`src/design/slope_passability_mask_top_assert.svh`:
```
// Assertion macros used by the output buffer of the slope passability mask block.
`ifndef SLOPE_PASSABILITY_MASK_TOP_ASSERT_SVH
`define SLOPE_PASSABILITY_MASK_TOP_ASSERT_SVH
`ifndef SYNTHESIS
`define SPM_ASSERT_CLK(lbl, clk, rst_n, prop) \
    lbl: assert property (@(posedge clk) disable iff (!rst_n) prop) \
        else $error("spm assertion failed");
`define SPM_ASSERT(lbl, prop) `SPM_ASSERT_CLK(lbl, i_clk, i_rst_n, prop)
`else
`define SPM_ASSERT_CLK(lbl, clk, rst_n, prop)
`define SPM_ASSERT(lbl, prop)
`endif
`endif

```
`src/design/spm_pkg.sv`:
```
// Shared types, constants and helpers of the slope passability mask block.
package spm_pkg;

    localparam int SPM_MAX_WIDTH = 1024;
    localparam int SPM_MAX_ROWS  = 4096;

    localparam int CFG_IDX_W    = 2;
    localparam int CFG_DATA_W   = 16;
    localparam int IN_TDATA_W   = 16;
    localparam int IN_TUSER_W   = 1;
    localparam int OUT_TDATA_W  = 32;

    localparam logic [CFG_IDX_W-1:0] CFG_MAP_WIDTH    = 2'd0;
    localparam logic [CFG_IDX_W-1:0] CFG_MAP_HEIGHT   = 2'd1;
    localparam logic [CFG_IDX_W-1:0] CFG_BORDER_WIDTH = 2'd2;
    localparam logic [CFG_IDX_W-1:0] CFG_SLOPE_LIMIT  = 2'd3;

    localparam logic OP_SAMPLE = 1'b0;
    localparam logic OP_FLUSH  = 1'b1;

    localparam logic [10:0] RST_MAP_WIDTH    = 11'd1024;
    localparam logic [12:0] RST_MAP_HEIGHT   = 13'd1024;
    localparam logic [7:0]  RST_BORDER_WIDTH = 8'd1;
    localparam logic [15:0] RST_SLOPE_LIMIT  = 16'd512;

    typedef struct packed {
        logic [15:0] slope_limit;
        logic [7:0]  border_width;
        logic [12:0] map_height;
        logic [10:0] map_width;
    } t_cfg;

    typedef struct packed {
        logic step;
        logic pass;
    } t_step;

    typedef struct packed {
        logic        last_cell;
        logic [7:0]  direction_mask;
        logic [11:0] cell_y;
        logic [9:0]  cell_x;
    } t_result;

    function automatic int unsigned clamp_u(input int unsigned v, input int unsigned lo,
                                            input int unsigned hi);
        int unsigned r;
        r = v;
        if (v < lo) begin
            r = lo;
        end else if (v > hi) begin
            r = hi;
        end
        return r;
    endfunction

endpackage

```
`src/design/spm_out_buf.sv`:
```
// Two-entry output buffer that decouples the result stream from the input side.
`include "slope_passability_mask_top_assert.svh"
module spm_out_buf (
    input  logic              i_clk,
    input  logic              i_rst_n,
    input  logic              i_push,
    input  spm_pkg::t_result  i_result,
    output logic              o_ready,
    output logic              o_valid,
    output spm_pkg::t_result  o_result,
    input  logic              i_pop_ready
);
    import spm_pkg::*;

    logic    r_main_valid, r_skid_valid;
    t_result r_main, r_skid;
    logic    pop;

    assign pop      = r_main_valid && i_pop_ready;
    assign o_ready  = !r_skid_valid;
    assign o_valid  = r_main_valid;
    assign o_result = r_main;

    always_ff @(posedge i_clk) begin
        if (!i_rst_n) begin
            r_main_valid <= 1'b0;
            r_skid_valid <= 1'b0;
        end else if (pop || !r_main_valid) begin
            if (r_skid_valid) begin
                r_main_valid <= 1'b1;
                r_skid_valid <= 1'b0;
            end else begin
                r_main_valid <= i_push;
            end
        end else if (i_push) begin
            r_skid_valid <= 1'b1;
        end
    end

    always_ff @(posedge i_clk) begin
        if (pop || !r_main_valid) begin
            r_main <= r_skid_valid ? r_skid : i_result;
        end else if (i_push) begin
            r_skid <= i_result;
        end
    end

    `SPM_ASSERT(a_skid_needs_main, !r_skid_valid || r_main_valid)
    `SPM_ASSERT(a_no_push_when_full, !(i_push && r_skid_valid))
    `SPM_ASSERT(a_refill_from_skid, (r_main_valid && i_pop_ready && r_skid_valid) |=> r_main_valid)

endmodule

```
`config.mk`:
```
export PLATFORM = sky130hd
export DESIGN_NAME = spm_out_buf
export DESIGN_NICKNAME = d
export VERILOG_FILES = /design/src/design/spm_pkg.sv /design/src/design/spm_out_buf.sv
export VERILOG_INCLUDE_DIRS = /design/src /design/src/design
export SDC_FILE = /design/constraint.sdc
export NUM_CORES = 1
export LEC_CHECK = 0
export BUFFER_PORTS_ARGS = -buffer_cell sky130_fd_sc_hd__buf_4
export CAP_MARGIN = 0
export CORE_MARGIN = 4
export CORE_UTILIZATION = 30
export CTS_BUF_LIST = sky130_fd_sc_hd__clkbuf_8
export DETAILED_ROUTE_END_ITERATION = 12
export PLACE_DENSITY = 0.53
export REMOVE_ABC_BUFFERS = 1
export SYNTH_ARGS = -nofsm -noshare
export SYNTH_HDL_FRONTEND = slang
export SYNTH_SLANG_ARGS = --single-unit
```
`constraint.sdc`:
```
create_clock -name i_clk -period 7.6 [get_ports i_clk]
set_input_delay 1.52 -clock i_clk [delete_from_list [all_inputs] [get_ports i_clk]]
set_output_delay 1.52 -clock i_clk [all_outputs]
set_load 0.005 [all_outputs]
```
==> run_results.csv <==
group,metric,value,unit
run_status,run_status,"complete, no violations",
timing,fin_hold_viols,0,
worst_setup_path,critical_path_arrival,3140,ps
clock_network,clock_tree.buffer_depth,2,
worst_setup_path,regToRegSetupSlack,5470,ps
layout,antenna_cells_inserted,0,
min_path,min-delay-start,"r_skid[30]",
worst_setup_path,timing.critical_path.from,"i_pop_ready",
pwr,clock_power_share,0.359,
drt,drt_drc_violations_left,0,
synth,seq_area_frac_synth,0.770,
die,core_area,7890,um^2
drt,wl_met3,272,um
clock_network,ctsResizeCount,0,
drt,detail_route.iter0.violations,40,
global_routing,antenna_found_initial,0,
synth,post_synth_inst_count,106,
min_path,hold_class,"reg2reg",
pwr,p_leak,1.26,nW
job,drv_cap,0,
timing,slew_violations,0,
layout,num-nets-final,215,
pwr,power_density,230,nW/um^2
timing,final_period_minus_worst_setup_slack,3190,ps
clock_network,cts_max_level,3,
layout,drive_above_1_share,0.630,
clock_network,post-cts-setup-buffers,0,
worst_setup_path,worstSetupEndpointType,"flop",
drt,final_antenna_net_count,0,
timing,post-route-period-util,0.420,
drt,detailedRoute.firstPassIterationCount,4,
pwr,power.sequential.fraction,0.559,
placed_design,routabilityCongestion,0.770,
layout,seqCellArea,1900,um^2
worst_setup_path,regToRegEndpoint,"r_skid[0]",
timing,achievable-frequency,0.313,GHz
die,floorplan.die.height,98.8,um
die,die_x,98.8,um
drt,finalWirelength,4440,um
placed_design,port-buffer-count,67,
layout,multi_input_comb_area,500,um^2
die,std_cell_rows,32,
global_routing,track_usage,0.0927,
worst_setup_path,timing.critical_path.required,7550,ps
pwr,finalPower,0.741,mW
global_routing,first_pass_grt_wire_length,6890,um
layout,syn2layout_area_growth,30.2,%
clock_network,clock_root_cell,"sky130_fd_sc_hd__clkbuf_8",
die,floorplan.initialDensity,0.313,
synth,netlist-cell-type-count,12,
drt,maxUsedRoutingLayer,"met4",
worst_setup_path,worst_r2r_path_depth,2,
layout,post-route-util,0.408,
synth,syn_area_per_cell,23.3,um^2
synth,ys_ff_latch,64,
drt,met2_length,2020,um
die,design.portCount,68,
drt,routed_via_density,4.26,
clock_network,clk_pin_slew_worst_paths,70,ps
pwr,power.combinational.fraction,0.082,
worst_setup_path,worst_r2r_startpoint,"o_valid",
min_path,hold-path-endpoint,"o_result[30]",
timing,grt_setup_unrepaired,"no",
die,dieArea,9750,um^2
clock_network,cts_tree,"built",
clock_network,clock_latency_late_sink,320,ps
pwr,power_switching_share,0.200,
timing,finClkSkew,7.66,ps
timing,finalSetupTns,0,ps
timing,tightest_slew,1080,ps
drt,route.vias.total,1218,
clock_network,clkSinkCount,64,
clock_network,cts_hold_buffers,0,
worst_setup_path,worst-setup-path-type,"in2reg",
synth,yosys_warnings,0,
min_path,hold_path_depth,1,
worst_setup_path,path_max_fanout,34,
global_routing,overall_overflow_remaining_after_global_route,0,
pwr,internal_power,0.593,mW
pwr,power.switching,0.149,mW
synth,synth.cell_area,2470,um^2
drt,routedLengthMet1,2110,um
clock_network,cts_buffers,9,
worst_setup_path,worstSetupStartpointType,"input port",
timing,setup_violators_final,0,
global_routing,grt_pass1_vias,1355,
timing,relSlewSlack,0.282,
layout,fillerInstances,734,
pwr,power.ir.vdd_worst,0.0648,mV
global_routing,grt_start_max_net_pins,35,
placed_design,estimated_wirelength_of_the_detail_placed_design,2930,um
drt,post_drt_wl_per_cell,15.5,um
==> worst max-delay path by stage <==
| stage | endpoint | slack, ps | depth (start not counted) |
|---|---|---|---|
| after floorplan | r_skid[0] | 3400 | 2 |
| after global placement | r_skid[28] | 4080 | 3 |
| after detailed placement | r_skid[28] | 3970 | 3 |
| after CTS | r_skid[8] | 4320 | 3 |
| after global routing | r_skid[14] | 4190 | 3 |
| final | r_skid[0] | 4410 | 3 |
==> synthesized netlist by cell type <==
master                     number  area, um^2
sky130_fd_sc_hd__mux2_4        28         420
sky130_fd_sc_hd__buf_6          1        11.3
sky130_fd_sc_hd__dfxtp_1        2        40.0
sky130_fd_sc_hd__nor3b_2        1        12.5
sky130_fd_sc_hd__edfxtp_1      62        1860
sky130_fd_sc_hd__a21boi_0       1        7.51
sky130_fd_sc_hd__buf_12         3        60.1
sky130_fd_sc_hd__inv_1          2        7.51
sky130_fd_sc_hd__nor2_2         1        6.26
sky130_fd_sc_hd__nand2b_1       1        6.26
sky130_fd_sc_hd__nor2_1         1        3.75
sky130_fd_sc_hd__mux2_2         3        33.8
==> registers in the layout, summed over array words and instances (netlist names) <==
signal / count
o_result: 31
o_valid: 1
r_skid: 31
r_skid_valid: 1
==> power groups by stage <==
stage	registers (mW)	logic, mW	clock network [mW]
floorplan	0.422	0.0197	0
global route	0.416	0.0654	0.288
detailed placement	0.423	0.0619	0
global placement	0.422	0.0607	0
CTS	0.415	0.0622	0.274
finish	0.415	0.0604	0.266
==> logic make-up (layout without fill, tap and decap cells) <==
| kind of cell | count (synthesis) | count (layout) | share of synthesized area |
|---|---|---|---|
| flip-flops | 64 | 64 | 0.770 |
| AO/OA/AOI/OAI | 1 | 1 | 0.00304 |
| multiplexers | 31 | 31 | 0.184 |
| AND/OR/NAND/NOR | 4 | 4 | 0.0116 |
| buffers and inverters | 6 | 84 | 0.0319 |
==> layout by cell type (no fill, tap or decap) <==
cell,Yosys,layout
sky130_fd_sc_hd__nor2_4,0,1
sky130_fd_sc_hd__dfxtp_1,2,1
sky130_fd_sc_hd__nor3b_2,1,1
sky130_fd_sc_hd__dfxtp_2,0,1
sky130_fd_sc_hd__inv_1,2,3
sky130_fd_sc_hd__mux2_4,28,28
sky130_fd_sc_hd__nor2_2,1,1
sky130_fd_sc_hd__a21boi_0,1,1
sky130_fd_sc_hd__nand2b_2,0,1
sky130_fd_sc_hd__clkinv_2,0,3
sky130_fd_sc_hd__mux2_2,3,3
sky130_fd_sc_hd__clkinv_1,0,1
sky130_fd_sc_hd__clkbuf_8,0,9
sky130_fd_sc_hd__buf_4,0,67
sky130_fd_sc_hd__edfxtp_1,62,62
sky130_fd_sc_hd__bufinv_16,0,1
==> worst max-delay path, cell delays in order <==
cell	delay, ps
sky130_fd_sc_hd__buf_4	100
sky130_fd_sc_hd__nand2b_2	590
sky130_fd_sc_hd__nor2_4	890
==> stage by stage <==
stage               cell area (um^2)  std cells  hold slack [ps]  worst slack [ps]
floorplan                       2400        102              523              3400
global placement                3040        271              531              4080
detailed placement              3040        271              535              3970
CTS                             3220        286              553              4320
global route                    3220        286              561              4190
finish                          3220        286              545              4410
==> area by class of cell <==
cell class / instances / share of cell area
Clock inverter: 6 / 0.0163
Tap cell: 102 / 0.0397
Timing Repair Buffer: 67 / 0.156
Sequential cell: 64 / 0.591
Inverter: 2 / 0.00233
Multi-Input combinational cell: 36 / 0.156
Clock buffer: 9 / 0.0385
==> layer usage <==
layer	vias to the layer above	track usage
met5	-	0
met4	0	0.0473
met3	7	0.0318
met2	46	0.138
met1	606	0.120
li1	559	-
(Power assumes the default switching activity.)
