==> config.mk <==
export PLATFORM = sky130hd
export DESIGN_NAME = spm_cfg_regs
export DESIGN_NICKNAME = d
export VERILOG_FILES = /design/src/design/slope_passability_mask_top_assert.svh /design/src/design/spm_pkg.sv /design/src/design/spm_cfg_regs.sv
export SDC_FILE = /design/constraint.sdc
export NUM_CORES = 1
export LEC_CHECK = 0
export ABC_AREA = 1
export BUFFER_PORTS_ARGS = -buffer_cell sky130_fd_sc_hd__buf_4
export CORE_UTILIZATION = 48
export CTS_BUF_LIST = sky130_fd_sc_hd__clkbuf_4 sky130_fd_sc_hd__clkbuf_8 sky130_fd_sc_hd__clkbuf_16
export CTS_CLUSTER_SIZE = 28
export DETAILED_ROUTE_END_ITERATION = 10
export MAX_ROUTING_LAYER = met4
export PLACE_DENSITY = 0.85
export RECOVER_POWER = 100
export SLEW_MARGIN = 15
export SYNTH_ARGS = -nofsm -noshare
export SYNTH_HDL_FRONTEND = slang
export SYNTH_SLANG_ARGS = --single-unit
export TNS_END_PERCENT = 1
==> constraint.sdc <==
create_clock -name i_clk -period 2.2 [get_ports i_clk]
set_clock_uncertainty 0.1 [all_clocks]
set_input_delay 0.66 -clock i_clk [delete_from_list [all_inputs] [get_ports i_clk]]
set_output_delay 0.66 -clock i_clk [all_outputs]
set_load 0.1 [all_outputs]
==> src/design/slope_passability_mask_top_assert.svh <==
// Assertion macros used by the output buffer of the slope passability mask block.
`ifndef SLOPE_PASSABILITY_MASK_TOP_ASSERT_SVH
`define SLOPE_PASSABILITY_MASK_TOP_ASSERT_SVH
`ifndef SYNTHESIS
`define SPM_ASSERT_CLK(lbl, clk, rst_n, prop) \
    lbl: assert property (@(posedge clk) disable iff (!rst_n) prop) \
        else $error("spm assertion failed");
`define SPM_ASSERT(lbl, prop) `SPM_ASSERT_CLK(lbl, i_clk, i_rst_n, prop)
`else
`define SPM_ASSERT_CLK(lbl, clk, rst_n, prop)
`define SPM_ASSERT(lbl, prop)
`endif
`endif

==> src/design/spm_pkg.sv <==
// Shared types, constants and helpers of the slope passability mask block.
package spm_pkg;

    localparam int SPM_MAX_WIDTH = 1024;
    localparam int SPM_MAX_ROWS  = 4096;

    localparam int CFG_IDX_W    = 2;
    localparam int CFG_DATA_W   = 16;
    localparam int IN_TDATA_W   = 16;
    localparam int IN_TUSER_W   = 1;
    localparam int OUT_TDATA_W  = 32;

    localparam logic [CFG_IDX_W-1:0] CFG_MAP_WIDTH    = 2'd0;
    localparam logic [CFG_IDX_W-1:0] CFG_MAP_HEIGHT   = 2'd1;
    localparam logic [CFG_IDX_W-1:0] CFG_BORDER_WIDTH = 2'd2;
    localparam logic [CFG_IDX_W-1:0] CFG_SLOPE_LIMIT  = 2'd3;

    localparam logic OP_SAMPLE = 1'b0;
    localparam logic OP_FLUSH  = 1'b1;

    localparam logic [10:0] RST_MAP_WIDTH    = 11'd1024;
    localparam logic [12:0] RST_MAP_HEIGHT   = 13'd1024;
    localparam logic [7:0]  RST_BORDER_WIDTH = 8'd1;
    localparam logic [15:0] RST_SLOPE_LIMIT  = 16'd512;

    typedef struct packed {
        logic [15:0] slope_limit;
        logic [7:0]  border_width;
        logic [12:0] map_height;
        logic [10:0] map_width;
    } t_cfg;

    typedef struct packed {
        logic step;
        logic pass;
    } t_step;

    typedef struct packed {
        logic        last_cell;
        logic [7:0]  direction_mask;
        logic [11:0] cell_y;
        logic [9:0]  cell_x;
    } t_result;

    function automatic int unsigned clamp_u(input int unsigned v, input int unsigned lo,
                                            input int unsigned hi);
        int unsigned r;
        r = v;
        if (v < lo) begin
            r = lo;
        end else if (v > hi) begin
            r = hi;
        end
        return r;
    endfunction

endpackage

==> src/design/spm_cfg_regs.sv <==
// Configuration register bank of the slope passability mask block.
module spm_cfg_regs (
    input  logic                             i_clk,
    input  logic                             i_rst_n,
    input  logic                             i_cfg_we,
    input  logic [spm_pkg::CFG_IDX_W-1:0]    i_cfg_index,
    input  logic [spm_pkg::CFG_DATA_W-1:0]   i_cfg_data,
    output spm_pkg::t_cfg                    o_cfg,
    output spm_pkg::t_cfg                    o_cfg_next
);
    import spm_pkg::*;

    t_cfg r_cfg, n_cfg;

    always_comb begin
        n_cfg = r_cfg;
        if (i_cfg_we) begin
            case (i_cfg_index)
                CFG_MAP_WIDTH:    n_cfg.map_width    = i_cfg_data[10:0];
                CFG_MAP_HEIGHT:   n_cfg.map_height   = i_cfg_data[12:0];
                CFG_BORDER_WIDTH: n_cfg.border_width = i_cfg_data[7:0];
                CFG_SLOPE_LIMIT:  n_cfg.slope_limit  = i_cfg_data[15:0];
                default:          n_cfg = r_cfg;
            endcase
        end
    end

    always_ff @(posedge i_clk) begin
        if (!i_rst_n) begin
            r_cfg.map_width    <= RST_MAP_WIDTH;
            r_cfg.map_height   <= RST_MAP_HEIGHT;
            r_cfg.border_width <= RST_BORDER_WIDTH;
            r_cfg.slope_limit  <= RST_SLOPE_LIMIT;
        end else begin
            r_cfg <= n_cfg;
        end
    end

    assign o_cfg      = r_cfg;
    assign o_cfg_next = n_cfg;

endmodule

==> results.toml, run 1 <==
[yosys]
synth_cell_types = 13
syn_area_per_cell_um2 = 6.17
synth_largest_area_cell = "dfxtp_1"
synth-seq-area-share = 0.446
synthCells = 349
ys_ff_latch = 48
synth_area_leaders = "dfxtp_1, inv_1, nand2_1"
synth_nets = 370
yosys_warnings = 0
syn-cell-area_mm2 = 0.00215
synth_top_area_frac = 0.446

[clock_network]
numCtsBuffers = 5
cts_max_level = 2
cts_hold_buf = 0
ctsResizeCount = 175
post-cts-setup-buffers = 4
numClockSinks = 48
clock_path_buffers = 2
root_buffer = "clkbuf_8"

[status]
failed_stage = "clock tree synthesis (4_1_cts)"
status = "aborted with a tool error"
error = "[ERROR DPL-0038] Utilization greater than 100%, impossible to legalize"

[placed_design]
gp_congestion = 0.830
dp_hpwl_mm = 5.14
io_buffers = 116

[floorplanning]
io-pin-count = 117
die_h_um = 69.0
rows = 23
die_w_um = 69.0
start_util = 0.520
==> Yosys cell counts <==
master / n
inv_1: 103
nand2_1: 103
dfxtp_1: 48
nor2_1: 46
nand3_1: 17
o21ai_0: 14
buf_2: 7
clkbuf_1: 5
o21ai_1: 2
clkinv_1: 1
nand3_2: 1
nor2_2: 1
o211ai_1: 1
==> per-stage QoR <==
step / instance area (um^2) / std cells / worst slack [ns] / hold WS [ns]
3_5_place_dp: 3470 / 530 / -0.302 / 0.411
3_3_place_gp: 3470 / 530 / -0.269 / 0.388
2_1_floorplan: 2330 / 349 / -0.196 / 0.645
==> kinds of logic after synthesis <==
family,Yosys count,share of synthesized area
simple gates,168,0.307
compound gates,17,0.0407
buf+inv,116,0.206
flops,48,0.446
==> run 2: changes to the inputs <==
Settings changed: CORE_UTILIZATION 48 to 40, CTS_BUF_LIST sky130_fd_sc_hd__clkbuf_4 sky130_fd_sc_hd__clkbuf_8 sky130_fd_sc_hd__clkbuf_16 to not set, CTS_CLUSTER_SIZE 28 to not set, MAX_ROUTING_LAYER met4 to not set, PLACE_DENSITY 0.85 to not set, PLACE_DENSITY_LB_ADDON set to 0.15.
==> run 2 against run 1 <==
Against the previous run:
- synthesized area is the same
- the flow now finishes, with violations (negative setup slack)
- synthesized cell count is the same
==> results.toml, run 2 <==
[clock_network]
root_buffer = "clkbuf_8"
cts_hold_buf = 0
cts_max_level = 2
clock_path_buffers = 2
numClockSinks = 48
numCtsBuffers = 5
clkLatencyLatePin_ns = 0.31
clk_pin_slew_ns = 0.08
cts_tree = "built"

[timing]
post-route-period-util = 1.06
worst_slew_pin_slew_ns = 0.291
period_needed_ns = 2.34
slew_violations = 0
layout_setup_ws_ns = -0.142
setup_viol = 47
hold_violations = 0
hold_slack_ns = 0.459
max-slew-margin-rel = 0.806
rsz0062_at_grt = "yes"
max_freq_ghz = 0.427

[grt]
antenna_found_initial = 0
grt_pass1_wl_mm = 10.9
grt_use_total = 0.259
grt_start_max_net_pins = 34
grt-ovfl-total = 0
grt_pass1_vias = 2400

[yosys]
synth-seq-area-share = 0.446
synthTopCellsByCount = "inv_1, nand2_1, dfxtp_1"
syn-cell-area_mm2 = 0.00215
synth_nets = 370
ys.flop_type = "dfxtp_1"
synth_cell_types = 13
synth_area_leaders = "dfxtp_1, inv_1, nand2_1"
synthCells = 349
ys_ff_latch = 48
synth-edff-count = 0
synth_largest_area_cell = "dfxtp_1"
syn_area_per_cell_um2 = 6.17
synth_top_area_frac = 0.446
synthArstFlopShare = 0
yosys_warnings = 0

[setup_path]
rr_startpoint = "o_cfg[8]"
reg2reg_to = "o_cfg[8]"
crit_top_cell = "buf_12"
cp-start-kind = "primary input"
criticalPathCategory = "in -> out"
end_kind = "primary output"
ff2ff_setup_slack_ns = 1.24
critPathMaxStageDelay_ns = 0.18
crit_required_ns = 1.44
critPathArrivalTime_ns = 1.58
slowest_stage = "clkbuf_16"
crit_fanout = 7
crit_chain = "buf_12 > nand2_4 > nor2_4 > clkbuf_16 > nand2_1 > nand2_2 > clkinvlp_4 > buf_12"
reg2regPathDepth = 5

[detailed_routing]
via_count = 2636
routed_wl_mm = 8.35
viasPerCell = 4.69
avgRoutedWirePerCell_um = 14.9
drc = 0
dr.pass1.iters = 4
postRouteAntennaNets = 0
drt-initial-drc-count = 138

[hold_path]
worstHoldPathType = "reg -> reg"
holdPathStages = 4
min_to = "o_cfg[13]"
hold_path.startpoint = "o_cfg[13]"

[status]
violations = "negative setup slack"
status = "finished, violations left"

[layout]
area_growth_pct = 109
num_antenna_cells = 0
utilization = 0.877
largest_reg_flops = 48
drive_gt1_frac = 0.618
layout_commonest_cell = "buf_4"
final_nets = 512
most-common-layout-cells = "buf_4, nand2_1, inv_1, nor2_1, buf_12"

[power_and_ir_drop]
p_per_area_mw_per_mm2 = 743
worst_ir_drop_vdd_mv = 0.495
cellLeakagePower_nw = 2.25

[floorplanning]
rows = 26
die_h_um = 75.4
core_region_area_mm2 = 0.00514
io-pin-count = 117
start_util = 0.419
die_w_um = 75.4
die_area_mm2 = 0.00568

[flow_run]
cap_violations = 0

[placed_design]
gp_congestion = 0.865
io_buffers = 116
dp_hpwl_mm = 4.72
[run 2: power by group]
part           switching, mW  total [mW]  internal (mW)
sequential            0.0263       0.949          0.923
combinational           1.20        1.69          0.484
clock                  0.312       0.713          0.401
[run 2: timing repair]
item,CTS,global route
pin swaps,0,11
setup endpoints to repair,48,48
resized for setup,166,68
setup buffers,0,2
gates cloned,0,4
[run 2: area by class of cell]
type / count / area, um^2
Tap cell: 70 / 87.6
Multi-Input combinational cell: 185 / 1020
Sequential cell: 48 / 1020
Clock inverter: 1 / 30.0
Clock buffer: 7 / 96.3
Inverter: 104 / 492
Fill cell: 266 / 633
Timing Repair Buffer: 147 / 1770
[run 2: kinds of logic (layout without fill, tap and decap cells)]
| kind of cell | after synthesis | after routing | synth area share |
|---|---|---|---|
| simple gates | 168 | 168 | 0.307 |
| buf+inv | 116 | 259 | 0.206 |
| flops | 48 | 48 | 0.446 |
| compound gates | 17 | 17 | 0.0407 |
[run 2: worst max path at each step]
stage	from	end	slack (ns)	cells past startpoint
6_report	i_cfg_we	o_cfg_next[19]	-0.14	8
5_1_grt	i_cfg_we	o_cfg_next[22]	-0.20	8
4_1_cts	i_cfg_index[1]	o_cfg_next[23]	-0.14	8
3_5_place_dp	i_cfg_index[0]	o_cfg_next[3]	-0.23	8
3_3_place_gp	i_cfg_we	o_cfg_next[18]	-0.23	8
2_1_floorplan	i_cfg_we	o_cfg_next[36]	-0.20	4
[run 2: routing by layer]
metal / vias up / GRT usage / part of all wire
met3: 28 / 0.0820 / 0.071
met2: 106 / 0.454 / 0.53
met1: 1239 / 0.280 / 0.36
met4: 0 / 0.132 / 0.037
met5: - / 0 / 0
li1: 1263 / - / -
[run 2: metrics by stage]
stage	cells	instance area (um^2)	power [mW]	TNS [ns]	setup slack, ns
4_1_cts	556	4160	3.25	-4.16	-0.142
3_5_place_dp	548	3460	2.34	-8.98	-0.234
3_3_place_gp	548	3460	2.33	-8.50	-0.226
6_report	562	4510	3.35	-3.60	-0.142
5_1_grt	562	4510	3.44	-5.96	-0.197
2_1_floorplan	349	2330	2.04	-5.48	-0.196
[run 2: critical path: cells and delay by family]
family | cells | cell delay [ns]
AND/OR/NAND/NOR | 4 | 0.37
buffers and inverters | 4 | 0.55
Note: power is estimated with default switching activity, not from simulation.
==> run 3: changes to the inputs <==
Settings changed: CAP_MARGIN set to 0, CORE_MARGIN set to 2.
==> run 3 against run 2 <==
Against the previous run:
- the flow still finishes with violations (negative setup slack)
- maximum frequency down 1.0%
- core utilization grew 2.2 points
- first-iteration DRC count shrank 24%
- global-route usage grew 1.5 points
- critical path type unchanged
==> results.toml, run 3 (synthesized netlist as in run 2, its figures left out) <==
[layout]
most-common-layout-cells = "buf_4, inv_1, nand2_1, buf_12"
drive_gt1_frac = 0.643
largest_reg_flops = 48
fill_cells = 242
utilization = 0.899
final_nets = 518
num_antenna_cells = 0
layout_commonest_cell = "buf_4"
area_growth_pct = 115
fin_area_mm2 = 0.00462

[power_and_ir_drop]
worst_ir_drop_vdd_mv = 0.622
p_per_area_mw_per_mm2 = 704
cellLeakagePower_nw = 2.31

[timing]
hold_slack_ns = 0.478
setup_viol = 47
post-route-period-util = 1.08
hold_violations = 0
worst_slew_pin_slew_ns = 0.543
max-slew-margin-rel = 0.636
rsz0062_at_grt = "yes"
layout_setup_ws_ns = -0.167
slew_violations = 0
max_freq_ghz = 0.422
period_needed_ns = 2.37

[floorplanning]
die_area_mm2 = 0.00599
core_region_area_mm2 = 0.00514
die_h_um = 77.4
start_util = 0.419
io-pin-count = 117
rows = 26
die_w_um = 77.4

[status]
status = "finished, violations left"
violations = "negative setup slack"

[clock_network]
root_buffer = "clkbuf_8"
clock_path_buffers = 2
clk_pin_slew_ns = 0.09
cts_tree = "built"
clkLatencyLatePin_ns = 0.30
numCtsBuffers = 5
numClockSinks = 48
cts_hold_buf = 0
cts_max_level = 2

[setup_path]
critPathMaxStageDelay_ns = 0.22
end_kind = "primary output"
critPathArrivalTime_ns = 1.61
crit_chain = "buf_8 > nand3_2 > buf_12 > o21ai_1 > inv_1 > buf_8"
crit_required_ns = 1.44
path_buf_inv = 4
cpLargestDelayFamily = "buffers and inverters"
crit_top_cell = "buf_8"
criticalPathCategory = "in -> out"
crit_fanout = 20
slowest_stage = "o21ai_1"
cp-start-kind = "primary input"

[detailed_routing]
viasPerCell = 4.68
dr.pass1.iters = 4
via_count = 2661
postRouteAntennaNets = 0
avgRoutedWirePerCell_um = 15.6
drt-initial-drc-count = 105
routed_wl_mm = 8.86
drc = 0

[grt]
antenna_found_initial = 0
grt_pass1_wl_mm = 12.9
grt_start_max_net_pins = 30
grt-ovfl-total = 0
grt_pass1_vias = 2643
grt_use_total = 0.273

[placed_design]
dpl_cell_area_mm2 = 0.00351
io_buffers = 116
dp_hpwl_mm = 4.97
gp_congestion = 0.844

[hold_path]
worstHoldPathType = "reg -> reg"

[flow_run]
cap_violations = 0
-- run 3: cell type report --
| class | instances | area [um^2] | area share |
|---|---|---|---|
| flip-flops and latches | 48 | 1020 | 0.220 |
| well taps | 70 | 87.6 | 0.0190 |
| clock buffers | 6 | 82.6 | 0.0179 |
| multi-input cells | 185 | 1080 | 0.234 |
| clock inverters | 2 | 15.0 | 0.00325 |
| repair buffers | 153 | 1840 | 0.399 |
| inverters | 104 | 492 | 0.106 |
-- run 3: worst register-to-register path, cell delays in order, from the launching register on --
cell,delay (ns)
dfxtp_2,0.37
inv_1,0.05
nand2_1,0.10
nand2_4,0.06
buf_4,0.13
nor2_1,0.13
-- run 3: layer usage --
metal / vias up / wire length [um] / GRT usage
li1: 1272 / - / -
met2: 118 / 4770 / 0.484
met5: - / 0 / 0
met4: 0 / 302 / 0.102
met1: 1244 / 3270 / 0.319
met3: 27 / 515 / 0.0663
-- run 3: per-stage QoR --
stage               setup slack (ns)  setup TNS [ns]  instances  power (mW)
CTS                           -0.158           -4.55        564        3.20
finish                        -0.167           -4.45        568        3.25
detailed placement            -0.275          -10.34        551        2.36
global route                  -0.200           -6.39        568        3.35
global placement              -0.261           -9.96        551        2.35
floorplan                     -0.196           -5.48        349        2.04
-- run 3: where the power goes --
part	switching [mW]	leakage [nW]	internal, mW
sequential	0.0273	0.411	0.923
combinational	1.22	1.85	0.509
clock	0.315	0.0434	0.255
-- run 3: final timing paths --
path / startpoint / to / slack, ns / cells past startpoint
worst max-delay path: i_cfg_index[1] / o_cfg_next[33] / -0.17 / 6
worst max register to register: o_cfg[23] / o_cfg[23] / 1.19 / 5
worst min register to register: o_cfg[7] / o_cfg[7] / 0.48 / 4
worst min-delay path: o_cfg[7] / o_cfg[7] / 0.48 / 4
-- run 3: repair_timing --
item | in CTS | in global routing
gates cloned | 1 | 1
pin swaps | 6 | 19
buffers inserted | 4 | 3
setup endpoints to repair | 48 | 48
resized for setup | 216 | 46
==> run 4: changes to the inputs <==
==> constraint.sdc (replaced) <==
create_clock -name i_clk -period 2.2 [get_ports i_clk]
set_clock_uncertainty 0.1 [all_clocks]
set_input_delay 0.33 -clock i_clk [delete_from_list [all_inputs] [get_ports i_clk]]
set_output_delay 0.33 -clock i_clk [all_outputs]
set_load 0.1 [all_outputs]
==> run 4 against run 3 <==
Against the previous run:
- the run now ends clean
- non-clock buffer count down 30
- sequential power down 1%
- critical path depth unchanged
- register-to-register slack better by 0.19 ns
- count of clock-buffer cells in the layout up 1
==> results.toml, run 4 (synthesized netlist as in run 2, its figures left out) <==
[power_and_ir_drop]
cellLeakagePower_nw = 2.00
worst_ir_drop_vdd_mv = 0.502
totalPowerFinal_mw = 2.73
p_per_area_mw_per_mm2 = 913

[setup_path]
reg2reg_to = "o_cfg[8]"
rr_startpoint = "o_cfg[8]"
cp-start-kind = "primary input"
criticalPathCategory = "in -> out"
reg2regPathDepth = 4
crit_fanout = 8
ff2ff_setup_slack_ns = 1.38
crit_required_ns = 1.77
end_kind = "primary output"
critPathArrivalTime_ns = 1.58

[floorplanning]
die_h_um = 77.4
start_util = 0.419
rows = 26
die_area_mm2 = 0.00599
core_region_area_mm2 = 0.00514
io-pin-count = 117
die_w_um = 77.4

[layout]
final_cells = 537
num_antenna_cells = 0
drive_gt1_frac = 0.276
most-common-layout-cells = "inv_1, nand2_1, clkbuf_2, dfxtp_1, nor2_1"
utilization = 0.581
final_nets = 488
largest_reg_flops = 48
area_growth_pct = 38.8

[hold_path]
hold_path.startpoint = "i_cfg_data[0]"
min_to = "o_cfg[24]"
holdPathStages = 3
worstHoldPathType = "in -> reg"

[grt]
grt-ovfl-total = 0
grt_pass1_wl_mm = 9.85
grt_pass1_vias = 2225
grt_use_total = 0.206
antenna_found_initial = 0
grt_start_max_net_pins = 34

[timing]
max-slew-margin-rel = 0.583
setup_viol = 0
layout_setup_ws_ns = 0.190
slew_violations = 0
hold_violations = 0
post-route-period-util = 0.913
max_freq_ghz = 0.498
rsz0062_at_grt = "no"
worst_slew_pin_slew_ns = 0.622
hold_slack_ns = 0.191
period_needed_ns = 2.01

[clock_network]
cts_tree = "built"
clkLatencyLatePin_ns = 0.30
ctsResizeCount = 0
post-cts-setup-buffers = 0
numCtsBuffers = 5
numClockSinks = 48
root_buffer = "clkbuf_8"
clk_pin_slew_ns = 0.08
cts_hold_buf = 0
clock_path_buffers = 2
cts_max_level = 2

[detailed_routing]
via_count = 2298
routed_wl_mm = 5.88
dr.pass1.iters = 5
dr_wl_met2_mm = 2.73
viasPerCell = 4.28
avgRoutedWirePerCell_um = 10.9
postRouteAntennaNets = 0
drt-initial-drc-count = 98
wl_met1_mm = 2.51
drc = 0
dr.max_layer_used = "met4"
route.met3.wl_um = 497

[placed_design]
gp_congestion = 0.834
dp_cells = 530
dp_hpwl_mm = 4.48
io_buffers = 116
place_ws_ns = 0.273

[flow_run]
cap_violations = 0

[status]
status = "completed"
run 4: cell type report:
| class | count | area, um^2 |
|---|---|---|
| fillers | 565 | 2150 |
| flip-flops and latches | 48 | 961 |
| multi-input cells | 185 | 752 |
| repair buffers | 123 | 701 |
| inverters | 104 | 390 |
| clock buffers | 7 | 96.3 |
| well taps | 70 | 87.6 |
run 4: how the worst max path moves through the flow:
stage                   start             end  slack, ns
2_1_floorplan       o_cfg[32]  o_cfg_next[32]      -0.02
3_3_place_gp   i_cfg_index[0]   o_cfg_next[8]       0.31
3_5_place_dp   i_cfg_index[0]   o_cfg_next[8]       0.27
4_1_cts        i_cfg_index[0]   o_cfg_next[8]       0.21
5_1_grt        i_cfg_index[0]   o_cfg_next[8]       0.06
6_report             i_cfg_we  o_cfg_next[24]       0.19
run 4: worst max-delay path, cell delays in order:
cell and delay [ns]:
buf_4 0.12, nand2_1 0.05, nor2_1 0.42, nand2_1 0.13, nand2_1 0.08, buf_2 0.43
run 4: metrics by stage:
step,instance area [um^2],TNS [ns]
final,2990,0
after floorplan,2160,-0.305
after global placement,3110,0
after CTS,3210,0
after global routing,2990,0
after detailed placement,3110,0
run 4: metal layers:
layer | vias to the layer above | track usage
li1 | 1211 | -
met2 | 75 | 0.346
met3 | 10 | 0.0791
met4 | 0 | 0.0839
met5 | - | 0
met1 | 1002 | 0.234
run 4: power breakdown:
group	internal [mW]	total (mW)	switching, mW
clock	0.280	0.560	0.280
combinational	0.169	1.23	1.06
sequential	0.915	0.937	0.0221
